### config.mk
export PLATFORM = sky130hd
export DESIGN_NAME = lse_queue
export DESIGN_NICKNAME = d
export VERILOG_FILES = /design/src/sv/lse_pkg.sv /design/src/sv/lse_queue.sv
export SDC_FILE = /design/constraint.sdc
export NUM_CORES = 1
export LEC_CHECK = 0
export BUFFER_PORTS_ARGS = -buffer_cell sky130_fd_sc_hd__buf_2
export CAP_MARGIN = 30
export CORE_UTILIZATION = 45
export DETAILED_ROUTE_END_ITERATION = 10
export GPL_TIMING_DRIVEN = 0
export PLACE_DENSITY_LB_ADDON = 0.05
export SYNTH_ARGS = -nofsm -noshare
export SYNTH_HDL_FRONTEND = slang
export SYNTH_SLANG_ARGS = --single-unit
### constraint.sdc
create_clock -name clk -period 2.5 [get_ports clk]
set_clock_uncertainty 0.15 [all_clocks]
set_input_delay 0.25 -clock clk [delete_from_list [all_inputs] [get_ports clk]]
set_output_delay 0.25 -clock clk [all_outputs]
set_load 0.01 [all_outputs]
### src/sv/lse_pkg.sv
`default_nettype none
// ----------------------------------------------------------------------------
// lse_pkg: shared types, constants and helper functions for the max-star unit
// holds the exp rom generator, the divide-by-five reciprocal and the item
// format passed from the front end through the queue to the back end
// ----------------------------------------------------------------------------
package lse_pkg;

  localparam int LUT_ENTRIES_DEF = 256;
  localparam int FRAC_BITS_DEF   = 12;
  localparam int QUEUE_DEPTH_DEF = 4;

  localparam int VAL_W  = 24;          // q11.12 operand and result width
  localparam int DIST_W = VAL_W + 1;   // |a-b| never exceeds 2^24-1
  localparam int EXP_W  = 17;          // q1.16, 0..65536

  localparam logic signed [VAL_W:0] VAL_MAX = 25'sd8388607;
  localparam logic [15:0] LN2_Q16 = 16'd45426;

  // middle log1p branch starts where 100*e reaches 1.0 in q16
  localparam logic [15:0] SMALL_E_LIMIT = 16'((65536 + 99) / 100);

  // cubic term scaling: floor((333333*c + 500000) / 1000000)
  localparam logic [51:0] TERM_MUL     = 52'd333333;
  localparam logic [51:0] HALF_MILLION = 52'd500000;
  localparam logic [51:0] MILLION      = 52'd1000000;
  localparam longint unsigned THIRD_MUL = (64'd333333 << 32) / 64'd1000000;

  // reciprocal of five, exact for operands below 2^22
  localparam int DIV5_SHIFT = 24;
  localparam logic [21:0] DIV5_MUL = 22'((64'd1 << DIV5_SHIFT) / 5 + 1);

  typedef struct packed {
    logic signed [VAL_W-1:0] mx;    // larger operand
    logic [DIST_W-1:0]       gap;   // absolute difference
  } lse_item_t;

  function automatic logic [19:0] div5(input logic [21:0] x);
    logic [43:0] p;
    p = {22'd0, x} * {22'd0, DIV5_MUL};
    return p[43:24];
  endfunction

  // exp(-f), f in [0,1) as q32, alternating series, elaboration only
  function automatic longint unsigned exp_neg_frac(input longint unsigned f);
    longint signed   acc;
    longint unsigned term;
    acc  = 64'sh1_0000_0000;
    term = 64'h1_0000_0000;
    for (int n = 1; n <= 24; n++) begin
      term = ((term * f) >> 32) / 64'(n);
      if (n[0]) begin
        acc = acc - longint'(term);
      end else begin
        acc = acc + longint'(term);
      end
    end
    return (acc < 0) ? 64'd0 : 64'(acc);
  endfunction

  // rom entry from its argument y (q32), rounded to q1.16
  function automatic logic [EXP_W-1:0] rom_value(input longint unsigned y);
    longint unsigned k;
    longint unsigned r;
    longint unsigned h;
    longint unsigned e1;
    k  = y >> 32;
    r  = exp_neg_frac(y & 64'hFFFF_FFFF);
    h  = exp_neg_frac(64'h8000_0000);
    e1 = (h * h + 64'h8000_0000) >> 32;
    for (longint unsigned j = 0; j < k; j++) begin
      r = (r * e1 + 64'h8000_0000) >> 32;
    end
    return EXP_W'((r + 64'd32768) >> 16);
  endfunction

endpackage
`default_nettype wire

### src/sv/lse_queue.sv
`default_nettype none
// ----------------------------------------------------------------------------
// lse_queue: item queue
// short first-in first-out buffer between the front end and the back end
// ----------------------------------------------------------------------------
module lse_queue import lse_pkg::*; #(
  parameter int DEPTH = QUEUE_DEPTH_DEF
) (
  input  wire logic      clk,
  input  wire logic      rst,
  input  wire logic      wr_valid,
  output logic           wr_ready,
  input  wire lse_item_t wr_item,
  output logic           rd_valid,
  input  wire logic      rd_ready,
  output lse_item_t      rd_item
);

  localparam int AW = (DEPTH > 1) ? $clog2(DEPTH) : 1;
  localparam int CW = $clog2(DEPTH + 1);

  lse_item_t      slots [DEPTH];
  logic [AW-1:0]  wr_ptr;
  logic [AW-1:0]  rd_ptr;
  logic [CW-1:0]  count;
  logic           push;
  logic           pop;

  assign wr_ready = (count != CW'(DEPTH));
  assign rd_valid = (count != '0);
  assign rd_item  = slots[rd_ptr];
  assign push     = wr_valid && wr_ready;
  assign pop      = rd_valid && rd_ready;

  always_ff @(posedge clk) begin
    if (push) begin
      slots[wr_ptr] <= wr_item;
    end
  end

  always_ff @(posedge clk) begin
    if (rst) begin
      wr_ptr <= '0;
      rd_ptr <= '0;
      count  <= '0;
    end else begin
      if (push) begin
        wr_ptr <= (wr_ptr == AW'(DEPTH - 1)) ? '0 : wr_ptr + 1'b1;
      end
      if (pop) begin
        rd_ptr <= (rd_ptr == AW'(DEPTH - 1)) ? '0 : rd_ptr + 1'b1;
      end
      unique case ({push, pop})
        2'b10: begin
          count <= count + 1'b1;
        end
        2'b01: begin
          count <= count - 1'b1;
        end
        default: begin
          count <= count;
        end
      endcase
    end
  end

`ifndef ASSERT_OFF
  a_count_bound: assert property (@(posedge clk) disable iff (rst)
    count <= CW'(DEPTH))
    else $error("queue fill count beyond depth");

  a_ptr_empty: assert property (@(posedge clk) disable iff (rst)
    count == '0 |-> wr_ptr == rd_ptr)
    else $error("queue empty with pointers apart");

  a_count_up: assert property (@(posedge clk) disable iff (rst)
    push && !pop |=> count == $past(count) + 1'b1)
    else $error("queue count missed a write");
`endif

endmodule
`default_nettype wire

### Yosys cells after proc, flatten, opt, wreduce, memory -nomap -nowiden

Memory sizes are Yosys's and may differ from the RTL's. A register that Yosys moved wholly into a read port is not among the register bits.
Index checks and enable logic that the tools add are counted.

| word-level totals | value |
|---|---|
| flip-flop bits (word level) | 7 |
| memory bits (writable) | 196 |
| output and inout bits | 51 |
| logic and storage cells | 24 |
| memories kept | 1 |

| cells by class | value |
|---|---|
| reductions and logical operators | 4 |
| equal/unequal tests | 5 |
| muxes and demuxes | 7 |
| add/sub/neg operators | 4 |

Memory list:

| name | depth | bits a word | read ports | clocked after memory_dff | write ports | RTL line | text |
|---|---|---|---|---|---|---|---|
| slots | 4 | 49 | 1 | 1 | 1 | lse_queue.sv:22 | `lse_item_t slots [DEPTH];` |

Operators by type and width:

| operator | number |
|---|---|
| $mux 2 | 4 |
| $eq 2x2->1 const B | 3 |
| $pmux 3 s2 | 1 |
| $add 2x1->2 const B | 2 |
| $add 3x1->3 const B | 1 |
| $ne 3x3->1 const B | 1 |
| $reduce_bool 3->1 | 1 |
| $sub 3x1->3 const B | 1 |
| $eq 2x1->1 const B | 1 |
| $logic_and 1x1->1 | 2 |
| $mux 1 | 2 |
| $reduce_bool 2->1 | 1 |

### Depth between registers and ports, before layout

| logic depth | value |
|---|---|
| word-level depth | 4 |
| gate-level depth with buffers | 9 |

### Worst setup path after synthesis

No wires, ideal clock.

| timing path | value |
|---|---|
| path type | reg-to-reg |
| start | register count[2] |
| end | register count[2] |
| data arrival time | 2.185 ns |
| cell stages (with the launch flop) | 10 |
| path buffers | 1 |
| path slack | 0.095 ns |
| path through | dfxtp_1 -> or3b_1 -> buf_6 -> nand2_2 -> ha_1 -> inv_1 -> fa_1 -> xor2_1 -> or3_2 -> a21oi_1 |

| on the way | value |
|---|---|
| word-level cells in the longest chain between the ends | 4 |

Ends and longest elaborated chain:

| element | RTL line | text |
|---|---|---|
| from (decl) | lse_queue.sv:25 | `logic [CW-1:0] count;` |
| from (signal assigned) | lse_queue.sv:55 | `count <= count + 1'b1;` |
| from (signal assigned) | lse_queue.sv:58 | `count <= count - 1'b1;` |
| from (signal assigned) | lse_queue.sv:61 | `count <= count;` |
| $ne 3x3->1 * | lse_queue.sv:29 | `assign wr_ready = (count != CW'(DEPTH));` |
| named net wr_ready | lse_queue.sv:12 | `output logic wr_ready,` |
| $logic_and 1x1->1 * | lse_queue.sv:32 | `assign push = wr_valid && wr_ready;` |
| $eq 2x1->1 / $eq 2x2->1 (equally long branches) | lse_queue.sv:53 | `unique case ({push, pop})` |
| $pmux 3 s2 / $reduce_bool 2->1 (equally long branches) | - |  |

Mark *: on every way through the listed nets, which the timed path passes. The rest lies on a longest branch.
A chain may end at the register's enable or synchronous reset.

### Worst setup path after layout

| timing path | value |
|---|---|
| start | register count[1] |
| end | register count[2] |

| on the way | value |
|---|---|
| word-level cells in the longest chain between the ends | 4 |

Ends and longest elaborated chain:

| element | RTL line |
|---|---|
| $ne 3x3->1 / $reduce_bool 3->1 (equally long branches) | lse_queue.sv:29, lse_queue.sv:30 |
| $logic_and 1x1->1, on equally long branches | lse_queue.sv:32, lse_queue.sv:33 |
| $eq 2x1->1 / $eq 2x2->1 (equally long branches) | lse_queue.sv:53 |
| $pmux 3 s2 / $reduce_bool 2->1 (equally long branches) | - |

Several ways; a longest one is shown, not always the timed one.

==> key figures <==
Logic synthesis
  – Largest cells by area after synthesis: edfxtp_1 (78%), mux4_2 (15%), dfxtp_1 (2.4%)
  – Post-synth EDFFs: 196
  – Flop and latch count out of synthesis: between 200 and 250
  – Async set-reset flop share out of synthesis: 0%
  – Synth top area share: just under 80%
  – Primary FF master, synth: edfxtp_1
  – Synthesized Nets: 368
  – Gate Count Post-Synth: ~310
  – Library cells used by synthesis: 25
  – Count leader, synth: edfxtp_1
  – Synth Cell Area: 7570 um^2
  – Yosys warnings: 0
  – Area leader, netlist: edfxtp_1
  – Avg Cell Area, Syn: approximately 25 um^2
  – Sequential-to-total area share from yosys stat: between 80% and 90%
  – Post-synth top cells: edfxtp_1 (196), mux4_2 (49), dfxtp_1 (9)

Finish
  – # diodes: 0
  – Final Cell Area: 9510 um^2
  – Layout cells sized above 1: 40.4%
  – Number of nets in the layout: 543
  – Layout area overhead: 25.7%

Flow run
  – Max Cap Violations: 0

Global routing
  – Global-route wire length before repair: 21.2 mm
  – Initial antenna violation count: 0
  – Vias in the first global route: 3,873
  – Largest net degree at the start of global routing: 50
  – Overall Global Routing Usage: between 15 and 20%
  – Grt ovf: 0

Detailed routing
  – Drt total wl: 13.6 mm
  – Initial DRC Count: 181
  – Router iterations before antenna repair: 4
  – Residual DRC: 0
  – Routed Antenna Nets: 0
  – WL per Instance: ~19 um
  – Via count: 3,620
  – Via density: 5.06

Clock network
  – Clk buf depth: 3
  – Post-CTS setup buffer count: 0
  – Clk Tree Root Cell: clkbuf_16
  – CTS clock-pin slew for the worst setup and hold paths: 0.06 ns
  – # H-tree levels: 1
  – Clk_lat worst skew: between 0.4 and 0.5 ns
  – CTS tree: yes
  – # clock sinks: 205
  – TritonCTS Buffers: 21

Worst hold path
  – Worst Hold End: rd_ptr[0]
  – Worst Min Path Start: rd_ready
  – Hold Path Class: in2reg
  – Hold path depth: 4

Pwr
  – Worst-case vdd ir drop: 0.000515 V
  – Final Power: 0.00898 W
  – Lkg Pwr: 3.25 nW
  – PD cells: 944 nW/um^2

Setup path
  – Reg-to-reg critical path endpoint: count[2]
  – Crit path max-delay cell type: or3_2
  – CP Buf/Inv Count: 2
  – Worst-path fanout max: 7
  – CP max stage delay: 0.42 ns
  – Worst EP arrival: 2.70 ns
  – Crit path cell chain: or3b_1, buf_6, nand2_4, ha_4, inv_1, fa_2, xor2_1, or3_2, a21oi_2
  – Family with the most delay on the worst path: simple AND/OR/NAND/NOR gates
  – Worst setup SP type: flip-flop
  – R2R setup slack: about 0.062 ns
  – Cells on worst reg2reg path: 9
  – Critical path class: reg2reg
  – Crit end category: flip-flop
  – WP data required: 2.76 ns
  – Reg2reg start: count[1]

Timing
  – Final setup viols: 0
  – Endpoints failing hold: 0
  – RSZ-0062 raised after global routing: true
  – Least-Margin Pin Slew: 0.814 ns
  – Fmax: 410 MHz
  – Count of final max-slew check failures: 0
  – Post-route minimum period: 2.44 ns
  – TNS Setup: 0 ns
  – Max-slew headroom: between 40% and 50%
  – Period utilisation layout: between 90% and 100%

Place
  – DP Area: 8370 um^2
  – Final GP Congestion: 0.646
  – Post-DP HPWL: 7.45 mm
  – Port Buf Inserts: a little over 100

Floorplanning
  – Initial core utilization: 45.8%
  – Chip height: 132 um
  – Site Rows: 47
  – Die Area: 17,300 um^2
  – I/O pin total: 104
  – Core area: 16,500 um^2
  – Die X: 132 um

Status
  – Outcome: finished, final reports clean
[worst min-delay path: cells and delay by family]
kind,cells,cell delay [ns]
AND/OR/NAND/NOR,1,0.09
buffers and inverters,1,0.09
AO/OA/AOI/OAI,2,0.20
[how the worst max path moves through the flow]
stage             start        to  slack, ns  depth (start not counted)
3_5_place_dp   count[2]  count[2]      -0.03                          9
2_1_floorplan  count[2]  count[2]        0.1                          9
4_1_cts        count[1]  count[2]      0.007                          9
3_3_place_gp   count[2]  count[2]       0.01                          9
5_1_grt        count[1]  count[2]      -0.04                          8
6_report       count[1]  count[2]       0.06                          9
[logic make-up after synthesis]
kind of cell / share of synthesized area [%]
flops: 80.2
mux: 14.9
buf+inv: 1.52
compound gates: 0.595
xor+xnor: 0.232
simple gates: 1.37
fa+ha+maj: 1.26
[layout make-up]
cell class | count | area (um^2)
Sequential cell | 205 | 6070
Inverter | 6 | 22.5
Tap cell | 220 | 275
Clock inverter | 10 | 67.6
Clock buffer | 25 | 541
Fill cell | 1255 | 7020
Timing Repair Buffer | 153 | 1020
Multi-Input combinational cell | 84 | 1420
Buffer | 12 | 86.3
[report_power, final]
group	total (W)	switching, W	internal, W
Sequential	0.00423	0.0000917	0.00414
Combinational	0.00194	0.000988	0.000951
Clock	0.00280	0.00118	0.00163
[timing repair]
action / in CTS / in global routing
setup endpoints to repair: 1 / 28
gates resized for setup: 3 / 9
hold endpoints to repair: 200 / 0
hold buffers: 51 / 0
[per-stage QoR]
stage,instances,hold WS [ns],setup slack [ns],utilization (%)
global placement,630,0.310,0.0146,50.5
CTS,716,0.0261,0.00676,57.5
detailed placement,630,0.315,-0.0312,50.6
global route,715,0.105,-0.0387,57.5
finish,715,0.0632,0.0619,57.5
floorplan,308,0.199,0.0951,-
[per-layer routing]
| metal | track usage, % | routed length (um) | vias up |
|---|---|---|---|
| met5 | 0 | 0 | - |
| met2 | 27.0 | 6710 | 86 |
| met1 | 21.5 | 5970 | 1859 |
| met4 | 4.33 | 284 | 0 |
| li1 | - | - | 1655 |
| met3 | 3.47 | 585 | 20 |
[layout by cell type, fill, tap and decap left out, types with 2 or more instances in the layout]
cell type,Yosys,layout
buf_6,4,3
ha_1,6,5
buf_2,2,103
buf_4,3,3
clkinv_1,0,6
or3_1,2,2
nand2b_1,2,2
edfxtp_1,196,196
nor2_1,4,4
or3_2,2,2
mux2i_1,2,2
a21oi_1,3,2
xor2_1,2,2
inv_1,6,6
dfxtp_2,0,2
clkbuf_16,0,21
and3_4,0,4
clkbuf_1,0,4
dfxtp_1,9,6
dlygate4sd3_1,0,51
clkinv_2,0,3
buf_1,4,2
mux4_2,49,49
clkbuf_2,0,2
[flip-flops by register name (all words and copies together) (netlist names), named ones only]
register / flops
rd_ptr: 2
count: 3
slots: 196
wr_ptr: 2
(Power assumes the default switching activity.)
