==> src/sv/lse_pkg.sv <==
`default_nettype none
// ----------------------------------------------------------------------------
// lse_pkg: shared types, constants and helper functions for the max-star unit
// holds the exp rom generator, the divide-by-five reciprocal and the item
// format passed from the front end through the queue to the back end
// ----------------------------------------------------------------------------
package lse_pkg;

  localparam int LUT_ENTRIES_DEF = 256;
  localparam int FRAC_BITS_DEF   = 12;
  localparam int QUEUE_DEPTH_DEF = 4;

  localparam int VAL_W  = 24;          // q11.12 operand and result width
  localparam int DIST_W = VAL_W + 1;   // |a-b| never exceeds 2^24-1
  localparam int EXP_W  = 17;          // q1.16, 0..65536

  localparam logic signed [VAL_W:0] VAL_MAX = 25'sd8388607;
  localparam logic [15:0] LN2_Q16 = 16'd45426;

  // middle log1p branch starts where 100*e reaches 1.0 in q16
  localparam logic [15:0] SMALL_E_LIMIT = 16'((65536 + 99) / 100);

  // cubic term scaling: floor((333333*c + 500000) / 1000000)
  localparam logic [51:0] TERM_MUL     = 52'd333333;
  localparam logic [51:0] HALF_MILLION = 52'd500000;
  localparam logic [51:0] MILLION      = 52'd1000000;
  localparam longint unsigned THIRD_MUL = (64'd333333 << 32) / 64'd1000000;

  // reciprocal of five, exact for operands below 2^22
  localparam int DIV5_SHIFT = 24;
  localparam logic [21:0] DIV5_MUL = 22'((64'd1 << DIV5_SHIFT) / 5 + 1);

  typedef struct packed {
    logic signed [VAL_W-1:0] mx;    // larger operand
    logic [DIST_W-1:0]       gap;   // absolute difference
  } lse_item_t;

  function automatic logic [19:0] div5(input logic [21:0] x);
    logic [43:0] p;
    p = {22'd0, x} * {22'd0, DIV5_MUL};
    return p[43:24];
  endfunction

  // exp(-f), f in [0,1) as q32, alternating series, elaboration only
  function automatic longint unsigned exp_neg_frac(input longint unsigned f);
    longint signed   acc;
    longint unsigned term;
    acc  = 64'sh1_0000_0000;
    term = 64'h1_0000_0000;
    for (int n = 1; n <= 24; n++) begin
      term = ((term * f) >> 32) / 64'(n);
      if (n[0]) begin
        acc = acc - longint'(term);
      end else begin
        acc = acc + longint'(term);
      end
    end
    return (acc < 0) ? 64'd0 : 64'(acc);
  endfunction

  // rom entry from its argument y (q32), rounded to q1.16
  function automatic logic [EXP_W-1:0] rom_value(input longint unsigned y);
    longint unsigned k;
    longint unsigned r;
    longint unsigned h;
    longint unsigned e1;
    k  = y >> 32;
    r  = exp_neg_frac(y & 64'hFFFF_FFFF);
    h  = exp_neg_frac(64'h8000_0000);
    e1 = (h * h + 64'h8000_0000) >> 32;
    for (longint unsigned j = 0; j < k; j++) begin
      r = (r * e1 + 64'h8000_0000) >> 32;
    end
    return EXP_W'((r + 64'd32768) >> 16);
  endfunction

endpackage
`default_nettype wire

==> src/sv/lse_front.sv <==
`default_nettype none
// ----------------------------------------------------------------------------
// lse_front: operand intake
// takes one operand pair per transfer and registers the larger operand and
// the absolute difference for the queue
// ----------------------------------------------------------------------------
module lse_front import lse_pkg::*; (
  input  wire logic                    clk,
  input  wire logic                    rst,
  input  wire logic                    s_valid,
  output logic                         s_ready,
  input  wire logic signed [VAL_W-1:0] value_a,
  input  wire logic signed [VAL_W-1:0] value_b,
  output lse_item_t                    item,
  output logic                         item_valid,
  input  wire logic                    item_ready
);

  logic [DIST_W-1:0] d_ab;
  logic [DIST_W-1:0] d_ba;
  logic              b_larger;

  // both differences side by side, the sign of a-b picks one
  assign d_ab     = {value_a[VAL_W-1], value_a} - {value_b[VAL_W-1], value_b};
  assign d_ba     = {value_b[VAL_W-1], value_b} - {value_a[VAL_W-1], value_a};
  assign b_larger = d_ab[DIST_W-1];

  assign s_ready = !item_valid || item_ready;

  always_ff @(posedge clk) begin
    if (rst) begin
      item_valid <= 1'b0;
    end else if (s_ready) begin
      item_valid <= s_valid;
    end
  end

  always_ff @(posedge clk) begin
    if (s_valid && s_ready) begin
      item.mx  <= b_larger ? value_b : value_a;
      item.gap <= b_larger ? d_ba : d_ab;
    end
  end

endmodule
`default_nettype wire

==> config.mk <==
export PLATFORM = sky130hd
export DESIGN_NAME = lse_front
export DESIGN_NICKNAME = d
export VERILOG_FILES = /design/src/sv/lse_pkg.sv /design/src/sv/lse_front.sv
export SDC_FILE = /design/constraint.sdc
export NUM_CORES = 1
export LEC_CHECK = 0
export ABC_AREA = 1
export BUFFER_PORTS_ARGS = -buffer_cell sky130_fd_sc_hd__buf_2
export CORE_MARGIN = 1.5
export CORE_UTILIZATION = 25
export CTS_CLUSTER_DIAMETER = 30
export DETAILED_ROUTE_END_ITERATION = 6
export GPL_ROUTABILITY_DRIVEN = 0
export PLACE_DENSITY = 0.38
export SETUP_SLACK_MARGIN = 0.1
export SLEW_MARGIN = 20
export SYNTH_ARGS = -nofsm -noshare
export SYNTH_HDL_FRONTEND = slang
export SYNTH_SLANG_ARGS = --single-unit
==> constraint.sdc <==
create_clock -name clk -period 5 [get_ports clk]
set_input_delay 1 -clock clk [delete_from_list [all_inputs] [get_ports clk]]
set_output_delay 1 -clock clk [all_outputs]
set_load 0.01 [all_outputs]
Word level (Yosys, flattened, before mapping)
Index checks and enable logic that the tools add are counted.

operators by class
  add/subtract/negate cells = 2
  mux-type cells = 2
  reductions and logical operators = 3

operators with widths
  kind                 count
  $sub A24 B24 Y25     2
  $mux W24             2
  $logic_and A1 B1 Y1  1
  $logic_not A1 Y1     1
  $logic_or A1 B1 Y1   1

word-level totals
  bits in registers = 50
  output and inout port bits = 51
  bits of input ports = 52
  logic and storage cells = 11

Depth between registers and ports, before layout
Gate-level depths: netlist (run 1).

  depth after elaboration = 3
  gate-level depth with buffers = 16
  gate-level depth less buffers = 14

Worst setup path before layout (run 1)
No wires, ideal clock.

  path kind = in2reg
  start point = in s_valid
  end point = reg item[0] in the netlist's numbering (enable)
  data arrival time = 3.432 ns
  slack = 1.096 ns
  setup time = 0.472 ns
  required time = 4.528 ns
  buffers on the path = 0
  stages = 2
  path through = inv_1 a21oi_1

on the way
  longest elaborated chain between the ends = 1

ends and longest elaborated chain
  element              line             RTL
  start: declaration   lse_front.sv:10  input wire logic s_valid,
  $logic_and A1 B1 Y1  lse_front.sv:39  if (s_valid && s_ready) begin
  end: declaration     lse_front.sv:14  output lse_item_t item,

No other way between the ends.
A chain may end at the register's enable or synchronous reset.

Final worst setup path (run 1)
  start point = in value_a[0]
  end point = reg item[14] in the netlist's numbering (data pin)

on the way
  longest elaborated chain between the ends = 2
  elaborated cells on any way between the ends = 3
  those cells by class = 2 x add/sub; 1 x mux

ends and longest elaborated chain
  element                              line                              RTL
  start: declaration                   lse_front.sv:12                   input wire logic signed [VAL_W-1:0] value_a,
  $sub A24 B24 Y25 (on tied branches)  lse_front.sv:24, lse_front.sv:25
  $mux W24 (*)                         lse_front.sv:41                   item.gap <= b_larger ? d_ba : d_ab;

Mark *: on every way between the ends. The rest lies on a longest branch, timed or not.

==> results of run 1 <==
[worst max-delay path, delay by kind of cell]
kind                       cells  cell delay (ns)
adders and majority gates      2             0.73
and+or+nand+nor               10             1.44
buffers and inverters          3             0.28
[routing by layer]
layer | part of all wire | track usage | wire [um] | up-vias
li1 | - | - | - | 2922
met1 | 0.51 | 0.2131 | 9045 | 2385
met2 | 0.44 | 0.2474 | 7786 | 112
met3 | 0.038 | 0.02339 | 662 | 8
met4 | 0.0072 | 0.02820 | 126 | 0
met5 | 0 | 0 | 0 | -
[synth_stat cells, drive strengths merged]
cell,instances
a21oi,30
buf,15
clkbuf,7
dfxtp,1
edfxtp,49
fa,2
ha,48
inv,194
nand2,456
nand3,30
nand4,15
nor2,42
o211ai,3
o21ai,4
xnor2,3
xor2,26
[report_power, final]
part	switching, mW	total (mW)	leakage, nW	internal (mW)
logic	0.451	0.671	3.34	0.219
clock network	0.187	0.424	0.0760	0.237
registers	0.0141	0.555	0.492	0.541
total	0.652	1.65	3.90	0.998
[metrics by stage]
step	hold slack, ns	utilization	cells
finish	0.5381	0.2977	1294
global route	0.5992	0.2977	1294
CTS	0.5334	0.2977	1294
detailed placement	0.5231	0.2900	1286
global placement	0.5279	0.2900	1286
floorplan	0.5770	-	925
[registers in the layout, summed over array words and instances, names as in the netlist]
signal	cells
item	49
item_valid	1
[layout make-up]
type / count / area share
Multi-Input combinational cell: 659 / 0.5046
Sequential cell: 50 / 0.2268
Inverter: 194 / 0.1107
Timing Repair Buffer: 103 / 0.07877
Tap cell: 280 / 0.05327
Clock buffer: 5 / 0.01903
Clock inverter: 3 / 0.006849
[worst min path at each step]
stage                          start    endpoint  slack (ns)  depth (start not counted)
after detailed placement  item_valid  item_valid        0.52                          2
final                     item_valid  item_valid        0.54                          2
after global placement    item_valid  item_valid        0.53                          2
after global routing      item_valid  item_valid        0.60                          2
after floorplan           item_valid  item_valid        0.58                          2
after CTS                 item_valid  item_valid        0.53                          2
[cell families (layout without fill, tap and decap cells)]
logic type	Yosys count	count (layout)	synth area share
adders and majority gates	50	50	0.1127
AOI/OAI and AO/OA	37	37	0.03455
DFF	50	50	0.2623
and+or+nand+nor	543	543	0.3897
xor gates and xnor gates	29	29	0.04468
buffers and inverters	216	305	0.1560
==> metrics, run 1 <==
WL/cell=13.62 um; relative max-transition margin=0.4628; via count=about 5,400; syn_nets=about 1,000; worst clock skew=~0.0068 ns; R2R Setup Slk=roughly 3.1 ns; final hold vios=0; antenna cells=0; antenna-violating nets left=0; RSZ-0062 raised after global routing=no; 1st-iter DRT viols=approximately 250; clk sinks=50; total power=~1.7 mW; total die area=around 24,000 um^2; filler instances=2,508; clock slew at reported path FFs=roughly 0.07 ns; sequential fraction of the synthesis area=0.2623; largest stage delay on the critical path=about 0.48 ns; cts hold-fix bufs=0; fin crit period=approximately 3.3 ns; Final Max Tran Viols=0; post-synth top area share=0.2925; WL final=roughly 18,000 um; crit end category=register; maximum clock frequency=between 300 and 400 MHz; P per Cell Area=~250 nW/um^2; Pre-antenna DRT Iters=5; CP Launch Point=value_a[0]; WP data required=roughly 5.2 ns; fin nets=1,115; count of different cell masters after synthesis=27; crit path kind=in -> reg; Most Frequent Cell on Critical Path=nand2_1; Mean Syn Cell Area=6.146 um^2; cell taking the most area after synthesis=nand2_1; max cap viols=0; IO buf count=102; Storage cell area=roughly 1500 um^2; worst skew pair latency=slightly above 0.3 ns; Worst setup endpoint=item[14]; Die Wd=approximately 150 um; setup ws final=1.701 ns; CTS tree=yes; Tcrit/Tclk final=0.6598; clk root buf=clkbuf_16; final instance area=roughly 6600 um^2; global-route wire length before repair=approximately 28,000 um; multi-input logic area=3318 um^2; PostCTS Resize Cnt=0; Initial Utilization=0.2573; status=completed; setup bufs post-CTS=0; commonest non-fill, non-tap cell in the layout=nand2_1; grt ovf=0; Reg2Reg Depth=2; worst slew pin tran=about 0.80 ns; share of layout cells above drive strength 1=0.1312; number of global-route vias before repair=between 5,000 and 6,000; LEAKAGE=just under 4 nW; Die Y=around 150 um; Post-route DRC=0; H-tree level count=2; clock buffer depth=2; via/cell ratio=around 4.2; # rows=between 50 and 60; Synthesis Warnings=0; reg2reg start=item_valid; crit path cell chain=buf_2 > inv_1 > ha_1 > fa_1 > inv_1 > nand3_1 > nand2_1 > nand2_1 > nand2_2 > nand2_2 > nand3_4 > nand2_2 > nand2_4 > nand2_1 > nand2_1; core area=about 22,000 um^2; placed cell areas=about 6400 um^2; largest net degree at the start of global routing=between 40 and 50; Placement Setup Slack=1.376 ns; hold crit path type=reg -> reg; DP HPWL=around 14,000 um; Mapped Cells=a little over 900; TNS Setup=0 ns; CTS buffer count=5; number of top-level pins=103; Critical Path Source Type=input port; Yosys reg bits=50; gr usage total=0.1518; Max VDD drop=about 120 uV; synth top area cells=nand2_1, edfxtp_1, inv_1; Worst R2R End=item[27]; Syn-to-layout area delta=15.67%; Critical Path AT=between 3 and 4 ns; Setup violations, final=0; initial antenna violation count=0; largest fanout on the critical path=46; mapped cell area=between 5000 and 6000 um^2; CP max stage cell=fa_1; most frequent cells in the layout=nand2_1, inv_1, buf_2
Note: power is estimated with default switching activity, not from simulation.
==> inputs of run 2 (changes only) <==
PLACE_DENSITY = 0.4   (was 0.38)
clock period = 2.8 ns   (was 5 ns; I/O delays follow)
==> run 2 against run 1 <==
  * Critical path depth unchanged
  * Sequential share of layout area is 1.2 points lower
  * Register-to-register slack worse by 1.5 ns
  * First-iteration DRC count grew 15%
  * Global-route usage down 0.072 points
  * Combinational power up 94%
  * Power up 90%
  * Clock power rose by 99%
  * Cell area increased by 5.5%
  * Flip-flop and latch count is the same
  * Die area unchanged
  * Clock-buffer cell count did not move
  * Highest routed layer unchanged
==> metrics, run 2 (synthesized netlist as in run 1, its figures left out) <==
most frequent cells in the layout=nand2_1, inv_1, buf_2; Cell Int Power=a little under 2 mW; Flop pwr share=0.317; crit path cell chain=buf_2 > inv_1 > ha_1 > fa_1 > inv_1 > nand3_1 > nand2_1 > nand2_1 > nand2_2 > nand2_2 > nand4_2 > nand2_8 > buf_12 > nand2_1 > nand2_1; Most flops, register=item; Die Y=around 150 um; largest stage delay on the critical path=slightly above 0.4 ns; final hold vios=0; switching share of total power=0.3736; largest fanout on the critical path=20; Critical Path AT=between 2 and 2.5 ns; antenna cells=0; worst clock skew=about 0.017 ns; RSZ-0062 raised after global routing=no; via count=5,405; Largest regs=item: 49 flops, item_valid: 1 flops; Logic pwr share=0.415; hold crit path type=in -> reg; Most Frequent Cell on Critical Path=nand2_1; fin crit period=between 2 and 2.5 ns; Pre-antenna DRT Iters=5; Post-route DRC=0; IO buf count=approximately 100; core area=roughly 22,000 um^2; Die Wd=between 150 and 200 um; crit end category=register; clock power share=0.269; Storage cell area=1491 um^2; 1st-iter DRT viols=~280; switching power=around 1.2 mW; initial antenna violation count=0; Final Max Tran Viols=0; Worst Path Buf+Inv=4; Critical Path Source Type=input port; PostCTS Resize Cnt=0; commonest non-fill, non-tap cell in the layout=nand2_1; WL/cell=12.94 um; fin nets=~1,200; DP HPWL=around 15,000 um; Initial Utilization=0.2573; filler instances=2,470; P per Cell Area=~450 nW/um^2; Placement Setup Slack=about 0.11 ns; total die area=roughly 24,000 um^2; CTS buffer count=5; setup ws final=0.4461 ns; WL final=17,220 um; via/cell ratio=slightly above 4; CP max stage cell=fa_1; largest net degree at the start of global routing=50; share of layout cells above drive strength 1=0.1618; CP top delay family=simple AND/OR/NAND/NOR gates; relative max-transition margin=0.7535; worst slew pin tran=~0.37 ns; grt ovf=0; # rows=between 50 and 60; WP data required=between 2 and 3 ns; Setup violations, final=0; maximum clock frequency=about 420 MHz; gr usage total=0.1511; max cap viols=0; Max VDD drop=297.1 uV; number of global-route vias before repair=roughly 5,300; status=completed; H-tree level count=2; clock slew at reported path FFs=0.07 ns; cts hold-fix bufs=0; crit path kind=in -> reg; LEAKAGE=4.122 nW; clock buffer depth=2; CTS tree=yes; number of top-level pins=103; Tcrit/Tclk final=0.8407; multi-input logic area=approximately 3300 um^2; setup bufs post-CTS=0; antenna-violating nets left=0; TNS Setup=0 ns; Largest register FFs=approximately 50; clk sinks=50; clk root buf=clkbuf_16; Syn-to-layout area delta=22.07%; global-route wire length before repair=between 20,000 and 30,000 um; worst skew pair latency=a little over 0.3 ns
==> run 2: cell count changes in the layout (fill, tap and decap cells not counted), sizes merged <==
cell      before  now
clkinv         0    1
buf          103  140
bufinv         1    2
clkinvlp       2    0
==> run 2: cell type report <==
type,count,share of cell area
Clock buffer,5,0.01803
Timing Repair Buffer,140,0.1237
Sequential cell,50,0.2149
Inverter,194,0.1049
Tap cell,280,0.05048
Multi-Input combinational cell,659,0.4781
Clock inverter,3,0.009915
==> run 2: path summary, 6_finish.rpt <==
path                                 start         end  slack, ns  cells after the start
worst min-delay path                   rst  item_valid       0.41                      2
worst max-delay path            value_a[0]     item[2]       0.45                     15
worst max register to register  item_valid     item[2]       1.64                      2
worst min register to register  item_valid  item_valid       0.53                      2
==> run 2: routing by layer <==
metal,vias to the layer above,global-route usage,part of all wire
li1,2993,-,-
met1,2306,0.2155,0.52
met2,100,0.2402,0.43
met3,6,0.02255,0.041
met4,0,0.03282,0.0073
met5,-,0,0
==> run 2: power by group through the flow <==
stage | combinational, mW | clock [mW] | sequential, mW
6_report | 1.30 | 0.843 | 0.994
3_5_place_dp | 1.32 | 0 | 1.01
3_3_place_gp | 1.32 | 0 | 1.02
5_1_grt | 1.48 | 0.898 | 1.00
2_1_floorplan | 0.776 | 0 | 1.07
4_1_cts | 1.33 | 0.877 | 0.996
==> run 2: through the flow <==
stage	utilization	hold WS [ns]	total power [mW]	instances	cell area, um^2
2_1_floorplan	-	0.5899	1.842	925	5689
3_3_place_gp	0.3054	0.5275	2.334	1323	6746
3_5_place_dp	0.3054	0.5228	2.335	1323	6746
4_1_cts	0.3141	0.3944	3.199	1331	6940
5_1_grt	0.3141	0.3947	3.384	1331	6940
6_report	0.3141	0.4065	3.139	1331	6940
==> inputs of run 3 (changes only) <==
PLACE_DENSITY = 0.38   (was 0.4)
clock period = 2.4 ns   (was 2.8 ns; I/O delays follow)
==> run 3 against run 2 <==
  * Clock power increased by 14%
  * First-iteration DRC count down 8.2%
  * Clock skew fell by 0.011 ns
  * Highest routed layer unchanged
  * Die area is the same
  * Cell area grew 7.6%
  * Clock-buffer cell count unchanged
  * Critical path depth down 1
==> metrics, run 3 (synthesized netlist as in run 1, its figures left out) <==
fin nets=roughly 1,200; clk root buf=clkbuf_16; P per Cell Area=roughly 510 nW/um^2; relative max-transition margin=0.7838; filler instances=around 2,500; fin crit period=roughly 2.2 ns; commonest non-fill, non-tap cell in the layout=nand2_1; worst clock skew=between 0.005 and 0.006 ns; IO buf count=a little over 100; Worst Hold Depth=2; via count=around 5,700; Placement Setup Slack=-0.1669 ns; DP HPWL=approximately 15,000 um; Largest register FFs=between 40 and 50; 1st-iter DRT viols=259; clock buffer depth=2; worst slew pin tran=around 0.32 ns; WL final=~19,000 um; final instance area=between 7000 and 8000 um^2; Syn-to-layout area delta=31.40%; Reg2Reg Depth=2; R2R Setup Slk=approximately 1.2 ns; WP data required=2.59 ns; LEAKAGE=4.431 nW; RSZ-0062 raised after global routing=no; TNS Setup=0 ns; Final Max Tran Viols=0; # rows=54; global-route wire length before repair=29,270 um; Hold EP=item_valid; Initial Utilization=0.2573; Pre-antenna DRT Iters=5; crit end category=register; number of top-level pins=slightly above 100; Tcrit/Tclk final=0.9093; Post-route DRC=0; via/cell ratio=4.091; share of layout cells above drive strength 1=0.2160; met1 wire length=9705 um; Max VDD drop=244.6 uV; CTS buffer count=5; Critical Path Source Type=input port; total die area=approximately 24,000 um^2; WL/cell=13.63 um; Die Y=153.8 um; antenna cells=0; Largest regs=item: 49 flops, item_valid: 1 flops; gr usage total=0.1587; most frequent cells in the layout=nand2_1, inv_1, buf_2; Setup violations, final=0; Critical Path AT=between 2 and 2.5 ns; metal3 WL=682 um; largest net degree at the start of global routing=50; Worst R2R End=item[26]; Most flops, register=item; reg2reg start=item_valid; crit path cell chain=buf_2 > inv_1 > ha_1 > nand2_2 > inv_1 > nand2_1 > nand2_1 > a21oi_2 > buf_4 > nand4_1 > nand2_4 > clkbuf_16 > nand2_1 > nand2_1; number of global-route vias before repair=approximately 5,600; worst skew pair latency=0.31 ns; clock slew at reported path FFs=0.08 ns; crit path kind=in -> reg; Die Wd=approximately 150 um; placed cell areas=between 7000 and 8000 um^2; largest stage delay on the critical path=around 0.33 ns; clk sinks=50; setup ws final=0.2176 ns; hold crit path type=in -> reg; status=completed; CP max stage cell=ha_1; Post-Layout Cell Count=1,391; Highest Signal Layer=met4; Hold Crit Start=rst; largest fanout on the critical path=7; Met2 Routed Length=between 8000 and 9000 um; final hold vios=0; Post-Place Cells=~1,400; maximum clock frequency=around 460 MHz; initial antenna violation count=0; grt ovf=0; H-tree level count=2; core area=22,090 um^2; max cap viols=0; Most Frequent Cell on Critical Path=nand2_1; antenna-violating nets left=0; CTS tree=yes
[run 3: final cells by class]
cell class | count | area, um^2 | share of cell area
multi-input combinational | 660 | 3387 | 0.4534
sequential | 50 | 1491 | 0.1996
timing repair buffer | 199 | 1325 | 0.1774
inverter | 194 | 728.2 | 0.09747
tap | 280 | 350.3 | 0.04689
clock buffer | 5 | 125.1 | 0.01675
clock inverter | 3 | 63.81 | 0.008541
[run 3: power breakdown]
part | internal (mW) | switching [mW]
sequential | 1.13 | 0.0297
clock | 0.595 | 0.367
combinational | 0.673 | 1.03
total | 2.40 | 1.43
[run 3: worst max-delay path by stage]
stage                      from        to  slack (ns)  cells past startpoint
detailed placement   value_a[0]  item[21]       -0.17                     14
floorplan            value_a[0]   item[5]         0.1                     14
global route        value_a[19]  item[47]         0.1                     14
global placement     value_a[0]  item[15]       -0.14                     14
finish              value_a[19]  item[41]        0.22                     14
CTS                  value_a[0]  item[11]        0.16                     14
[run 3: per-stage QoR]
stage	util	hold slack (ns)	power [mW]
3_5_place_dp	0.3227	0.5178	2.805
4_1_cts	0.3313	0.3091	3.797
5_1_grt	0.3381	0.3126	4.115
6_report	0.3381	0.3127	3.824
3_3_place_gp	0.3227	0.5279	2.806
2_1_floorplan	-	0.5491	2.154
[run 3: critical path, delay by kind of cell]
family                     cells  cell delay (ns)
AOI/OAI and AO/OA              1             0.22
and+or+nand+nor                7             0.79
adders and majority gates      1             0.33
buffers and inverters          5             0.55
[run 3: what timing repair did]
item,in CTS,in global routing
buffers inserted,0,4
hold buffers,0,0
setup endpoints to repair,0,47
resized for setup,0,13
[run 3: layer usage]
| metal | global-route usage | up-vias |
|---|---|---|
| li1 | - | 3113 |
| met1 | 0.2221 | 2466 |
| met2 | 0.2573 | 97 |
| met3 | 0.02396 | 15 |
| met4 | 0.03467 | 0 |
| met5 | 0 | - |
